### config.mk
export PLATFORM = sky130hd
export DESIGN_NAME = ftm_div
export DESIGN_NICKNAME = d
export VERILOG_FILES = /design/src/sv/ftm_pkg.sv /design/src/sv/ftm_div.sv
export SDC_FILE = /design/constraint.sdc
export NUM_CORES = 1
export LEC_CHECK = 0
export ABC_AREA = 1
export BUFFER_PORTS_ARGS = -buffer_cell sky130_fd_sc_hd__buf_2
export CAP_MARGIN = 20
export CORE_AREA = 3 3 261 263
export CTS_BUF_LIST = sky130_fd_sc_hd__clkbuf_16
export CTS_CLUSTER_DIAMETER = 120
export DETAILED_ROUTE_END_ITERATION = 6
export DIE_AREA = 0 0 264 266
export GPL_ROUTABILITY_DRIVEN = 0
export SETUP_SLACK_MARGIN = 0.3
export SKIP_CTS_REPAIR_TIMING = 1
export SLEW_MARGIN = 20
export SYNTH_ARGS = -nofsm -noshare
export SYNTH_HDL_FRONTEND = slang
export SYNTH_SLANG_ARGS = --single-unit
### constraint.sdc
create_clock -name clk_i -period 5.4 [get_ports clk_i]
set_input_delay 1.08 -clock clk_i [delete_from_list [all_inputs] [get_ports clk_i]]
set_output_delay 1.08 -clock clk_i [all_outputs]
set_load 0.02 [all_outputs]
### src/sv/ftm_pkg.sv
// Shared constants, note-frequency table and inter-stage types for the
// frequency to MIDI note converter. No dependencies.
`default_nettype none

package ftm_pkg;

  localparam int unsigned FREQ_FRAC_BITS_DEF = 8;
  localparam int unsigned FREQ_INT_BITS_DEF  = 16;

  // Internal frequency format: unsigned Q.16 hertz
  localparam int unsigned Q_FRAC = 16;

  // Table covers notes -1..128; every entry stays below 2^NOTE_W
  localparam int unsigned NUM_NOTES = 130;
  localparam int unsigned NOTE_W    = 30;
  localparam int unsigned CNT_W     = $clog2(NUM_NOTES + 1);
  localparam int unsigned IDX_W     = $clog2(NUM_NOTES);

  localparam int unsigned MIDI_W = 7;
  localparam int unsigned BEND_W = 6;
  localparam logic [MIDI_W-1:0] NOTE_MAX = MIDI_W'(127);

  // Bend = floor((BEND_SCALE*d + g) / (2*g)), with d < g < 2^NOTE_W
  localparam int unsigned BEND_SCALE = 200;
  localparam int unsigned NUM_W      = NOTE_W + 8;
  localparam int unsigned DEN_W      = NOTE_W + 1;

  localparam int unsigned SEMITONES   = 12;
  localparam int unsigned TOP_OCTAVE  = 11;
  localparam logic [63:0] UHZ_PER_HZ  = 64'd1000000;

  // Notes 120..131 in microhertz
  localparam logic [63:0] TOP_UHZ [SEMITONES] = '{
    64'd8372018090,  64'd8869844191,  64'd9397272573,  64'd9956063479,
    64'd10548081821, 64'd11175303406, 64'd11839821527, 64'd12543853951,
    64'd13289750323, 64'd14080000000, 64'd14917240368, 64'd15804265640
  };

  typedef logic [NOTE_W-1:0] note_tbl_t [NUM_NOTES];

  // Entry i is note i-1 in Q.16, rounded half up. Nested floors let the
  // octave shift come after the divide by a fixed constant.
  function automatic note_tbl_t build_note_tbl();
    note_tbl_t   tbl;
    logic [63:0] num;
    logic [63:0] half;
    int unsigned m;
    int unsigned sh;
    for (int unsigned i = 0; i < NUM_NOTES; i++) begin
      m      = i + SEMITONES - 1;
      sh     = TOP_OCTAVE - m / SEMITONES;
      num    = TOP_UHZ[m % SEMITONES] << Q_FRAC;
      half   = (UHZ_PER_HZ >> 1) << sh;
      tbl[i] = NOTE_W'(((num + half) / UHZ_PER_HZ) >> sh);
    end
    return tbl;
  endfunction

  localparam note_tbl_t NOTE_TBL = build_note_tbl();

  // Request into the bend divider; rem starts as the dividend
  typedef struct packed {
    logic [NUM_W-1:0]  rem;
    logic [DEN_W-1:0]  den;
    logic [MIDI_W-1:0] note;
    logic              down;
    logic              flag;
    logic              zero_bend;
  } div_req_t;

endpackage

`default_nettype wire

### src/sv/ftm_div.sv
// Pipelined restoring divider for the bend percent, one quotient bit per
// stage. Uses ftm_pkg (div_req_t, widths).
`default_nettype none

module ftm_div (
  input  logic                       clk_i,
  input  logic                       rst_ni,
  input  logic                       in_valid_i,
  output logic                       in_ready_o,
  input  ftm_pkg::div_req_t          req_i,
  output logic                       out_valid_o,
  input  logic                       out_ready_i,
  output logic [ftm_pkg::MIDI_W-1:0] note_o,
  output logic [ftm_pkg::BEND_W-1:0] bend_o,
  output logic                       down_o,
  output logic                       flag_o
);
  import ftm_pkg::*;

  logic [BEND_W:0]   v_s;
  logic [BEND_W:0]   rdy;
  div_req_t          req_s [BEND_W+1];
  logic [BEND_W-1:0] quo_s [BEND_W+1];

  assign v_s[0]      = in_valid_i;
  assign req_s[0]    = req_i;
  assign quo_s[0]    = '0;
  assign rdy[BEND_W] = out_ready_i;

  for (genvar k = 0; k < BEND_W; k++) begin : g_stage
    localparam int unsigned B = BEND_W - 1 - k;

    logic              v_q;
    div_req_t          req_q;
    logic [BEND_W-1:0] quo_q;
    logic [NUM_W-1:0]  sub;
    logic              fits;
    div_req_t          req_d;

    assign rdy[k] = !v_q || rdy[k+1];
    assign sub    = NUM_W'(req_s[k].den) << B;
    assign fits   = req_s[k].rem >= sub;

    always_comb begin
      req_d = req_s[k];
      if (fits) req_d.rem = req_s[k].rem - sub;
    end

    always_ff @(posedge clk_i or negedge rst_ni) begin
      if (!rst_ni) begin
        v_q <= 1'b0;
      end else if (rdy[k]) begin
        v_q <= v_s[k];
      end
    end

    always_ff @(posedge clk_i) begin
      if (rdy[k] && v_s[k]) begin
        req_q <= req_d;
        quo_q <= quo_s[k] | (BEND_W'(fits) << B);
      end
    end

    assign v_s[k+1]   = v_q;
    assign req_s[k+1] = req_q;
    assign quo_s[k+1] = quo_q;
  end

  assign in_ready_o  = rdy[0];
  assign out_valid_o = v_s[BEND_W];
  assign note_o      = req_s[BEND_W].note;
  assign down_o      = req_s[BEND_W].down;
  assign flag_o      = req_s[BEND_W].flag;
  // Drop the quotient for exact notes and clamped results
  assign bend_o      = req_s[BEND_W].zero_bend ? '0 : quo_s[BEND_W];

endmodule

`default_nettype wire

**Word level (Yosys, flattened, before mapping)**

Cells that the tools add are included.

- $add $sub $neg: 5
- $mul: 0
- Div/mod/pow operators: 0
- Magnitude comparators: 6
- Eq/ne operators: 0
- Shift operators: 0
- Multiplexer cells: 6
- Bitwise logic cells: 5
- Reductions and logical operators: 18

Operators with widths:

| operator | number |
|---|---|
| 38-bit 2-to-1 mux | 5 |
| 38-bit by 31-bit >= comparator with 1-bit output | 1 |
| 38-bit by 32-bit >= comparator with 1-bit output | 1 |
| 38-bit by 33-bit >= comparator with 1-bit output | 1 |
| 38-bit by 34-bit >= comparator with 1-bit output | 1 |
| 38-bit by 35-bit >= comparator with 1-bit output | 1 |
| 38-bit by 36-bit >= comparator with 1-bit output | 1 |
| 38-bit by 32-bit subtractor with 38-bit output | 1 |
| 38-bit by 33-bit subtractor with 38-bit output | 1 |
| 38-bit by 34-bit subtractor with 38-bit output | 1 |
| 38-bit by 35-bit subtractor with 38-bit output | 1 |
| 38-bit by 36-bit subtractor with 38-bit output | 1 |
| 1-bit logical AND | 6 |
| 1-bit zero test | 6 |
| 1-bit logical OR | 6 |
| 6-bit 2-to-1 mux | 1 |
| 6-bit by 1-bit bitwise OR with 6-bit output | 1 |
| 6-bit by 2-bit bitwise OR with 6-bit output | 1 |
| 6-bit by 3-bit bitwise OR with 6-bit output | 1 |
| 6-bit by 4-bit bitwise OR with 6-bit output | 1 |
| 6-bit by 5-bit bitwise OR with 6-bit output | 1 |

- Bits in registers: 442
- Bits in latches: 0
- RAM bits: 0
- Memory bits (read-only): 0
- Bits of input ports: 83
- Output and inout bits: 17
- Logic and storage cells: 86
- Memories: 0

**Longest topological paths before layout**

Gate-level depths: netlist (run 1).

- Depth in word-level cells: 8
- Gate-level depth with buffers: 18
- Depth with buffers taken out: 18

**Least setup slack after synthesis (run 1)**

No wires, ideal clock.

- Kind: input to register
- From: input port out_ready_i
- To: register g_stage[1].quo_q[4], enable pin
- Library setup time: 522 ps
- Arrival: 4949 ps
- Required time: 4878 ps
- Path slack: -71 ps
- Stages: 10
- Path buffers: 0
- Cells stage by stage: nor2_1 > inv_1 > nor2_1 > inv_1 > nor2_1 > inv_1 > nor2_1 > inv_1 > nor2_1 > nor2_1

- Word-level cells in the longest chain between the ends: 6

RTL lines:

| item | line | RTL |
|---|---|---|
| start, declared | ftm_div.sv:12 | `input logic out_ready_i,` |
| 1-bit logical OR (5 in series) | ftm_div.sv:40 | `assign rdy[k] = !v_q \|\| rdy[k+1];` |
| 1-bit logical AND | ftm_div.sv:58 | `if (rdy[k] && v_s[k]) begin` |
| end signal, assigned | ftm_div.sv:60 | `quo_q <= quo_s[k] \| (BEND_W'(fits) << B);` |
| end, declared | ftm_div.sv:35 | `logic [BEND_W-1:0] quo_q;` |

Every way passes these cells.
A chain may end at the register's enable or synchronous reset.

**Final worst setup path (run 1)**

- From: input port out_ready_i
- To: output port in_ready_o

- Word-level cells in the longest chain between the ends: 6

RTL lines:

| item | line | RTL |
|---|---|---|
| 1-bit logical OR (6 in series) | ftm_div.sv:40 |  |
| end, declared | ftm_div.sv:9 | `output logic in_ready_o,` |

Every way passes these cells.

==> results of run 1 <==
-- through the flow --
step	power [W]	hold slack, ns	setup slack, ns
floorplan	0.0116	0.400	1.31
global placement	0.0138	0.401	1.67
detailed placement	0.0138	0.405	1.67
CTS	0.0171	0.276	1.74
global route	0.0185	0.306	1.55
finish	0.0171	0.313	1.77
-- cell type report --
class                      instances  area (sq um)  share of cell area (%)
tap                              864          1080                    3.32
clock buffer                      50          1250                    3.85
timing repair buffer             106           561                    1.72
sequential                       432         12900                    39.8
inverter                         789          2980                    9.16
clock inverter                    39           279                   0.858
multi-input combinational       2694         13400                    41.3
-- cells by family (layout without fill, tap and decap cells) --
| family | after synthesis | in the layout | synth area share (%) |
|---|---|---|---|
| fa+ha+maj | 191 | 191 | 8.17 |
| xor+xnor | 80 | 80 | 2.36 |
| buf+inv | 826 | 984 | 11.2 |
| flops | 432 | 432 | 43.6 |
| simple gates | 2190 | 2190 | 30.3 |
| compound gates | 233 | 233 | 4.40 |
-- cell usage in the layout (no fill, tap or decap), types with 47 or more instances in the layout --
cell,n
a21oi_1,137
buf_2,99
clkbuf_16,50
edfxtp_1,426
ha_1,186
inv_1,784
nand2_1,1510
nand3_1,217
nand4_1,47
nor2_1,289
o21ai_0,49
xor2_1,75
-- state kept, by name, indices dropped and copies added (netlist names) --
register and flops:
g_stage.req_q 396, g_stage.quo_q 21, out_valid_o 1, flag_o 1, note_o 7, down_o 1
g_stage.v_q 5
-- per-layer routing --
layer	global-route usage, %	share of wire, %
met1	27.2	41
met4	14.5	7.0
met2	41.6	48
met5	0	0
met3	2.29	3.9
-- how the worst min path moves through the flow --
stage | to | cells after the start | startpoint
global placement | g_stage[2].req_q[2] | 0 | g_stage[1].req_q[2]
finish | g_stage[3].v_q | 1 | rst_ni
floorplan | down_o | 0 | g_stage[4].req_q[2]
global route | g_stage[3].v_q | 1 | rst_ni
detailed placement | g_stage[3].quo_q[4] | 0 | g_stage[2].quo_q[4]
CTS | g_stage[3].v_q | 1 | rst_ni
-- report_power, final --
part | internal, W | switching [W]
registers | 0.00522 | 0.000575
logic | 0.00264 | 0.00545
clock network | 0.00182 | 0.00135
total | 0.00968 | 0.00737
==> summary.md, run 1 <==
| Metric | Value |
|---|---|
| Root buf cell | `clkbuf_16` |
| Dpl cell area | `31000 sq um` |
| Synth area leader | `edfxtp_1` |
| RSZ-0062 raised after global routing | `no` |
| First-pass GRT wire length | `128000 microns` |
| Crit-path slowest cell | `nor2_1` |
| TritonCTS clock tree | `done` |
| Yosys top cell area share | `43.1%` |
| Crit-path max FO | `3` |
| I/O Buffers | `99` |
| Most frequent cell after synthesis | `nand2_1` |
| Reg2reg end | `g_stage[3].req_q[73]` |
| Critical path class | `in -> out` |
| CP Launch Type | `primary input` |
| Mapped Nets | `4226` |
| Final instance area | `32500 sq um` |
| Most frequent CP cell | `nor2_1` |
| Max cap viols | `0` |
| Worst Max-Slew Pin Slew | `0.874 ns` |
| Share of cells above drive strength 1 | `6.13%` |
| Overall via count from detail_route | `24447` |
| Core Region | `65900 sq um` |
| Final hold violation count | `0` |
| Die width | `264 microns` |
| Flop2flop setup slack | `2.20 ns` |
| Ys flop type | `edfxtp_1` |
| Seq cells post-synth | `432` |
| CTS H-tree lvls | `2` |
| Critical path required time | `4.32 ns` |
| CTS clk-pin slew, worst paths | `0.06 ns` |
| Relative slew slack | `41.7%` |
| CP endpoint | `in_ready_o` |
| Leak | `16.6 nW` |
| CTS Buf Count | `48` |
| Finished Core Util | `49.4%` |
| Seq/Total Area, Yosys | `43.6%` |
| DR WL/cell | `16.5 microns` |
| DR iter-0 viols | `1406` |
| DR DRC count | `0` |
| I/O pin cnt | `100` |
| CP cell instances | `buf_2 > nor2_1 > inv_1 > nor2_1 > inv_1 > nor2_1 > inv_1 > nor2_1 > inv_1 > nor2_1 > nand2_1 > buf_2` |
| Most area-consuming cells after synthesis | `edfxtp_1 43%, nand2_1 19%, inv_1 9.8%, ha_1 7.8%, nor2_1 3.7%` |
| Tcrit/Tclk final | `67.2%` |
| Largest net degree at the start of global routing | `70` |
| Synthesized cell area | `29700 sq um` |
| Max frequency | `0.276 GHz` |
| CP Capture Type | `primary output` |
| Max incr delay on CP | `0.22 ns` |
| Final max-slew violation count | `0` |
| Worst vdd ir | `0.000291 V` |
| Critical path data arrival time | `2.55 ns` |
| Reg2reg path depth | `13` |
| Post-layout minimum cycle time | `3.63 ns` |
| Layout Nets | `4345` |
| Setup Total Neg Slack | `0 ns` |
| Sinks on Clock Net | `432` |
| ANT cells | `0` |
| Post-synth EDFFs | `426` |
| Routed Antenna Nets | `0` |
| Vias in the first global route | `24418` |
| Placed cell count | `4885` |
| Post-Syn Area per Cell | `7.51 sq um` |
| Layout fillers | `6621` |
| Cell variety after synth | `41` |
| Final std cells w/o fill | `4974` |
| HPWL after DPL | `67200 microns` |
| Post-DR vias/cell | `4.91` |
| Yosys warns | `0` |
| Power Density | `524 nW/um^2` |
| Clock skew | `0.0295 ns` |
| Longest Clk Path Bufs | `3` |
| Critical path's top delay family | `simple AND/OR/NAND/NOR gates` |
| Ys async rst share | `1.39%` |
| Routed WL | `82300 microns` |
| GR Overflow Total | `0` |
| Critical Path Start | `out_ready_i` |
| Antenna violations before repair | `0` |
| CP bufs+invs | `6` |
| Status | `finished clean` |
| Cells after synthesis | `3952` |
| Drt first pass iters | `6` |
| Worst-Skew Late Latency | `0.60 ns` |
| Number of rows created at floorplan | `94` |
| # setup viols final | `0` |
| Global-route usage over all layers | `23.4%` |
| Die area | `70200 sq um` |
| Starting density of the core | `45.1%` |
| Reg2reg start | `g_stage[2].req_q[43]` |
| Area Growth Syn to Fin | `9.56%` |
| Worst path depth | `12` |
| Die height | `266 microns` |
| Worst hold path type | `in -> async` |
| Commonest cells in the netlist | `1510 x nand2_1, 776 x inv_1, 426 x edfxtp_1, 292 x nor2_1, 217 x nand3_1` |
Note: power is estimated with default switching activity, not from simulation.
==> run 2: changes to the inputs <==
==> constraint.sdc (replaced) <==
create_clock -name clk_i -period 3.2 [get_ports clk_i]
set_input_delay 0.64 -clock clk_i [delete_from_list [all_inputs] [get_ports clk_i]]
set_output_delay 0.64 -clock clk_i [all_outputs]
set_load 0.02 [all_outputs]
==> summary.md, run 2 (synthesis results as in run 1) <==
| Metric | Value |
|---|---|
| Critical path's top delay family | `simple AND/OR/NAND/NOR gates` |
| HPWL after DPL | `70000 microns` |
| Worst Max-Slew Pin Slew | `0.750 ns` |
| RSZ-0062 raised after global routing | `yes` |
| Clock skew | `0.0210 ns` |
| Drt first pass iters | `5` |
| Post-DR vias/cell | `4.96` |
| Hold-critical path depth | `1` |
| Share of cells above drive strength 1 | `7.37%` |
| Root buf cell | `clkbuf_16` |
| CP Capture Type | `primary output` |
| Status | `finished clean` |
| Max reg flops | `396` |
| # setup viols final | `0` |
| Tcrit/Tclk final | `86.8%` |
| CP bufs+invs | `6` |
| TritonCTS clock tree | `done` |
| Routed WL | `84400 microns` |
| Starting density of the core | `45.1%` |
| Commonest non-fill, non-tap cell in the layout | `nand2_1` |
| Max frequency | `0.360 GHz` |
| Reg2reg start | `g_stage[1].req_q[33]` |
| M1 WL | `34500 microns` |
| Final max-slew violation count | `0` |
| Largest net degree at the start of global routing | `83` |
| Setup Total Neg Slack | `0 ns` |
| Max incr delay on CP | `0.38 ns` |
| Die height | `266 microns` |
| Final hold violation count | `0` |
| Die area | `70200 sq um` |
| Crit-path slowest cell | `dfrtp_1` |
| CP Launch Type | `flip-flop` |
| Final std cells w/o fill | `5014` |
| Met2 routed WL | `41200 microns` |
| Uppermost layer routed | `met4` |
| ANT cells | `0` |
| GR Overflow Total | `0` |
| Placed cell count | `4920` |
| CTS H-tree lvls | `2` |
| Critical path required time | `2.56 ns` |
| Post-layout minimum cycle time | `2.78 ns` |
| DR DRC count | `0` |
| Critical path data arrival time | `2.14 ns` |
| Global-route usage over all layers | `23.9%` |
| CTS Buf Count | `50` |
| CP cell instances | `inv_1 > nor2_4 > inv_2 > nor2_1 > inv_1 > nor2_2 > inv_2 > nor2_4 > inv_2 > nor2_4 > nand2_4 > buf_2` |
| Logic pwr share | `47.0%` |
| Worst vdd ir | `0.000443 V` |
| Worst hold path type | `in -> reg` |
| First-pass GRT wire length | `130000 microns` |
| Longest Clk Path Bufs | `3` |
| Largest Register | `g_stage.req_q` |
| DR WL/cell | `16.8 microns` |
| Die width | `264 microns` |
| Finished Core Util | `50.3%` |
| Routed Antenna Nets | `0` |
| Antenna violations before repair | `0` |
| Clock Power Share | `20.0%` |
| I/O Buffers | `99` |
| Critical Path Start | `out_valid_o` |
| Core Region | `65900 sq um` |
| Overall via count from detail_route | `24872` |
| Layout Nets | `4383` |
| Crit-path max FO | `3` |
| Sequential power share | `33.0%` |
| Worst-Skew Late Latency | `0.62 ns` |
| NetSw | `0.0128 W` |
| Power Density | `899 nW/um^2` |
| Commonest non-fill, non-tap cells in the layout | `1507 x nand2_1, 777 x inv_1, 426 x edfxtp_1` |
| Fin Hold WS | `0.196 ns` |
| Relative slew slack | `49.5%` |
| Flop2flop setup slack | `0.45 ns` |
| Reg2reg end | `g_stage[2].req_q[77]` |
| Number of rows created at floorplan | `94` |
| Sinks on Clock Net | `432` |
| CTS clk-pin slew, worst paths | `0.06 ns` |
| Hold Path End | `g_stage[0].req_q[7]` |
| Vias in the first global route | `24280` |
| Critical path class | `reg -> out` |
| Startpoint of the worst hold path | `req_i[7]` |
| Leak | `16.8 nW` |
| I/O pin cnt | `100` |
| Met3 wire len | `3550 microns` |
| Cell Int Power | `0.0170 W` |
| DR iter-0 viols | `1382` |
| Sw frac | `43.0%` |
| Area Growth Syn to Fin | `11.6%` |
| Max cap viols | `0` |
| Reg2reg path depth | `9` |
[run 2: routing by layer]
layer | vias up | track usage, %
li1 | 12764 | -
met4 | 0 | 13.3
met3 | 228 | 2.42
met1 | 11215 | 28.3
met5 | - | 0
met2 | 665 | 42.5
[run 2: worst max path at each step]
stage                                 to  slack (ns)  cells after the start
floorplan            g_stage[0].quo_q[5]        0.06                     12
global placement    g_stage[0].req_q[46]        0.28                     11
detailed placement  g_stage[0].req_q[46]        0.24                     11
CTS                           in_ready_o        0.29                     12
global route                  in_ready_o        0.26                     12
finish                        in_ready_o        0.42                     12
[run 2: through the flow]
stage / power (W) / worst slack (ns) / area [sq um]
3_5_place_dp: 0.0238 / 0.236 / 31400
5_1_grt: 0.0322 / 0.262 / 33200
3_3_place_gp: 0.0236 / 0.276 / 31400
6_report: 0.0298 / 0.422 / 33200
2_1_floorplan: 0.0196 / 0.0596 / 29800
4_1_cts: 0.0298 / 0.287 / 33100
[run 2: final cells by class]
class,instances,area [sq um]
sequential,432,12900
inverter,789,2990
multi-input combinational,2694,13500
fill,6596,32700
clock inverter,43,487
timing repair buffer,142,921
clock buffer,50,1250
tap,864,1080
[run 2: power by group through the flow]
stage / combinational, W / sequential, W / clock (W)
floorplan: 0.0102 / 0.00941 / 0
global placement: 0.0137 / 0.00991 / 0
detailed placement: 0.0138 / 0.00993 / 0
CTS: 0.0139 / 0.00981 / 0.00610
global route: 0.0159 / 0.00998 / 0.00637
finish: 0.0140 / 0.00982 / 0.00596
[run 2: worst register-to-register path, cell delays in order (launching register included)]
cell and delay (ns):
edfxtp_1 0.39, inv_1 0.06, ha_1 0.43, nand2_1 0.14, nor2_1 0.22, nand2_1 0.13, nor3_1 0.50, nand3_1 0.34
nand4_1 0.21, a21oi_2 0.06
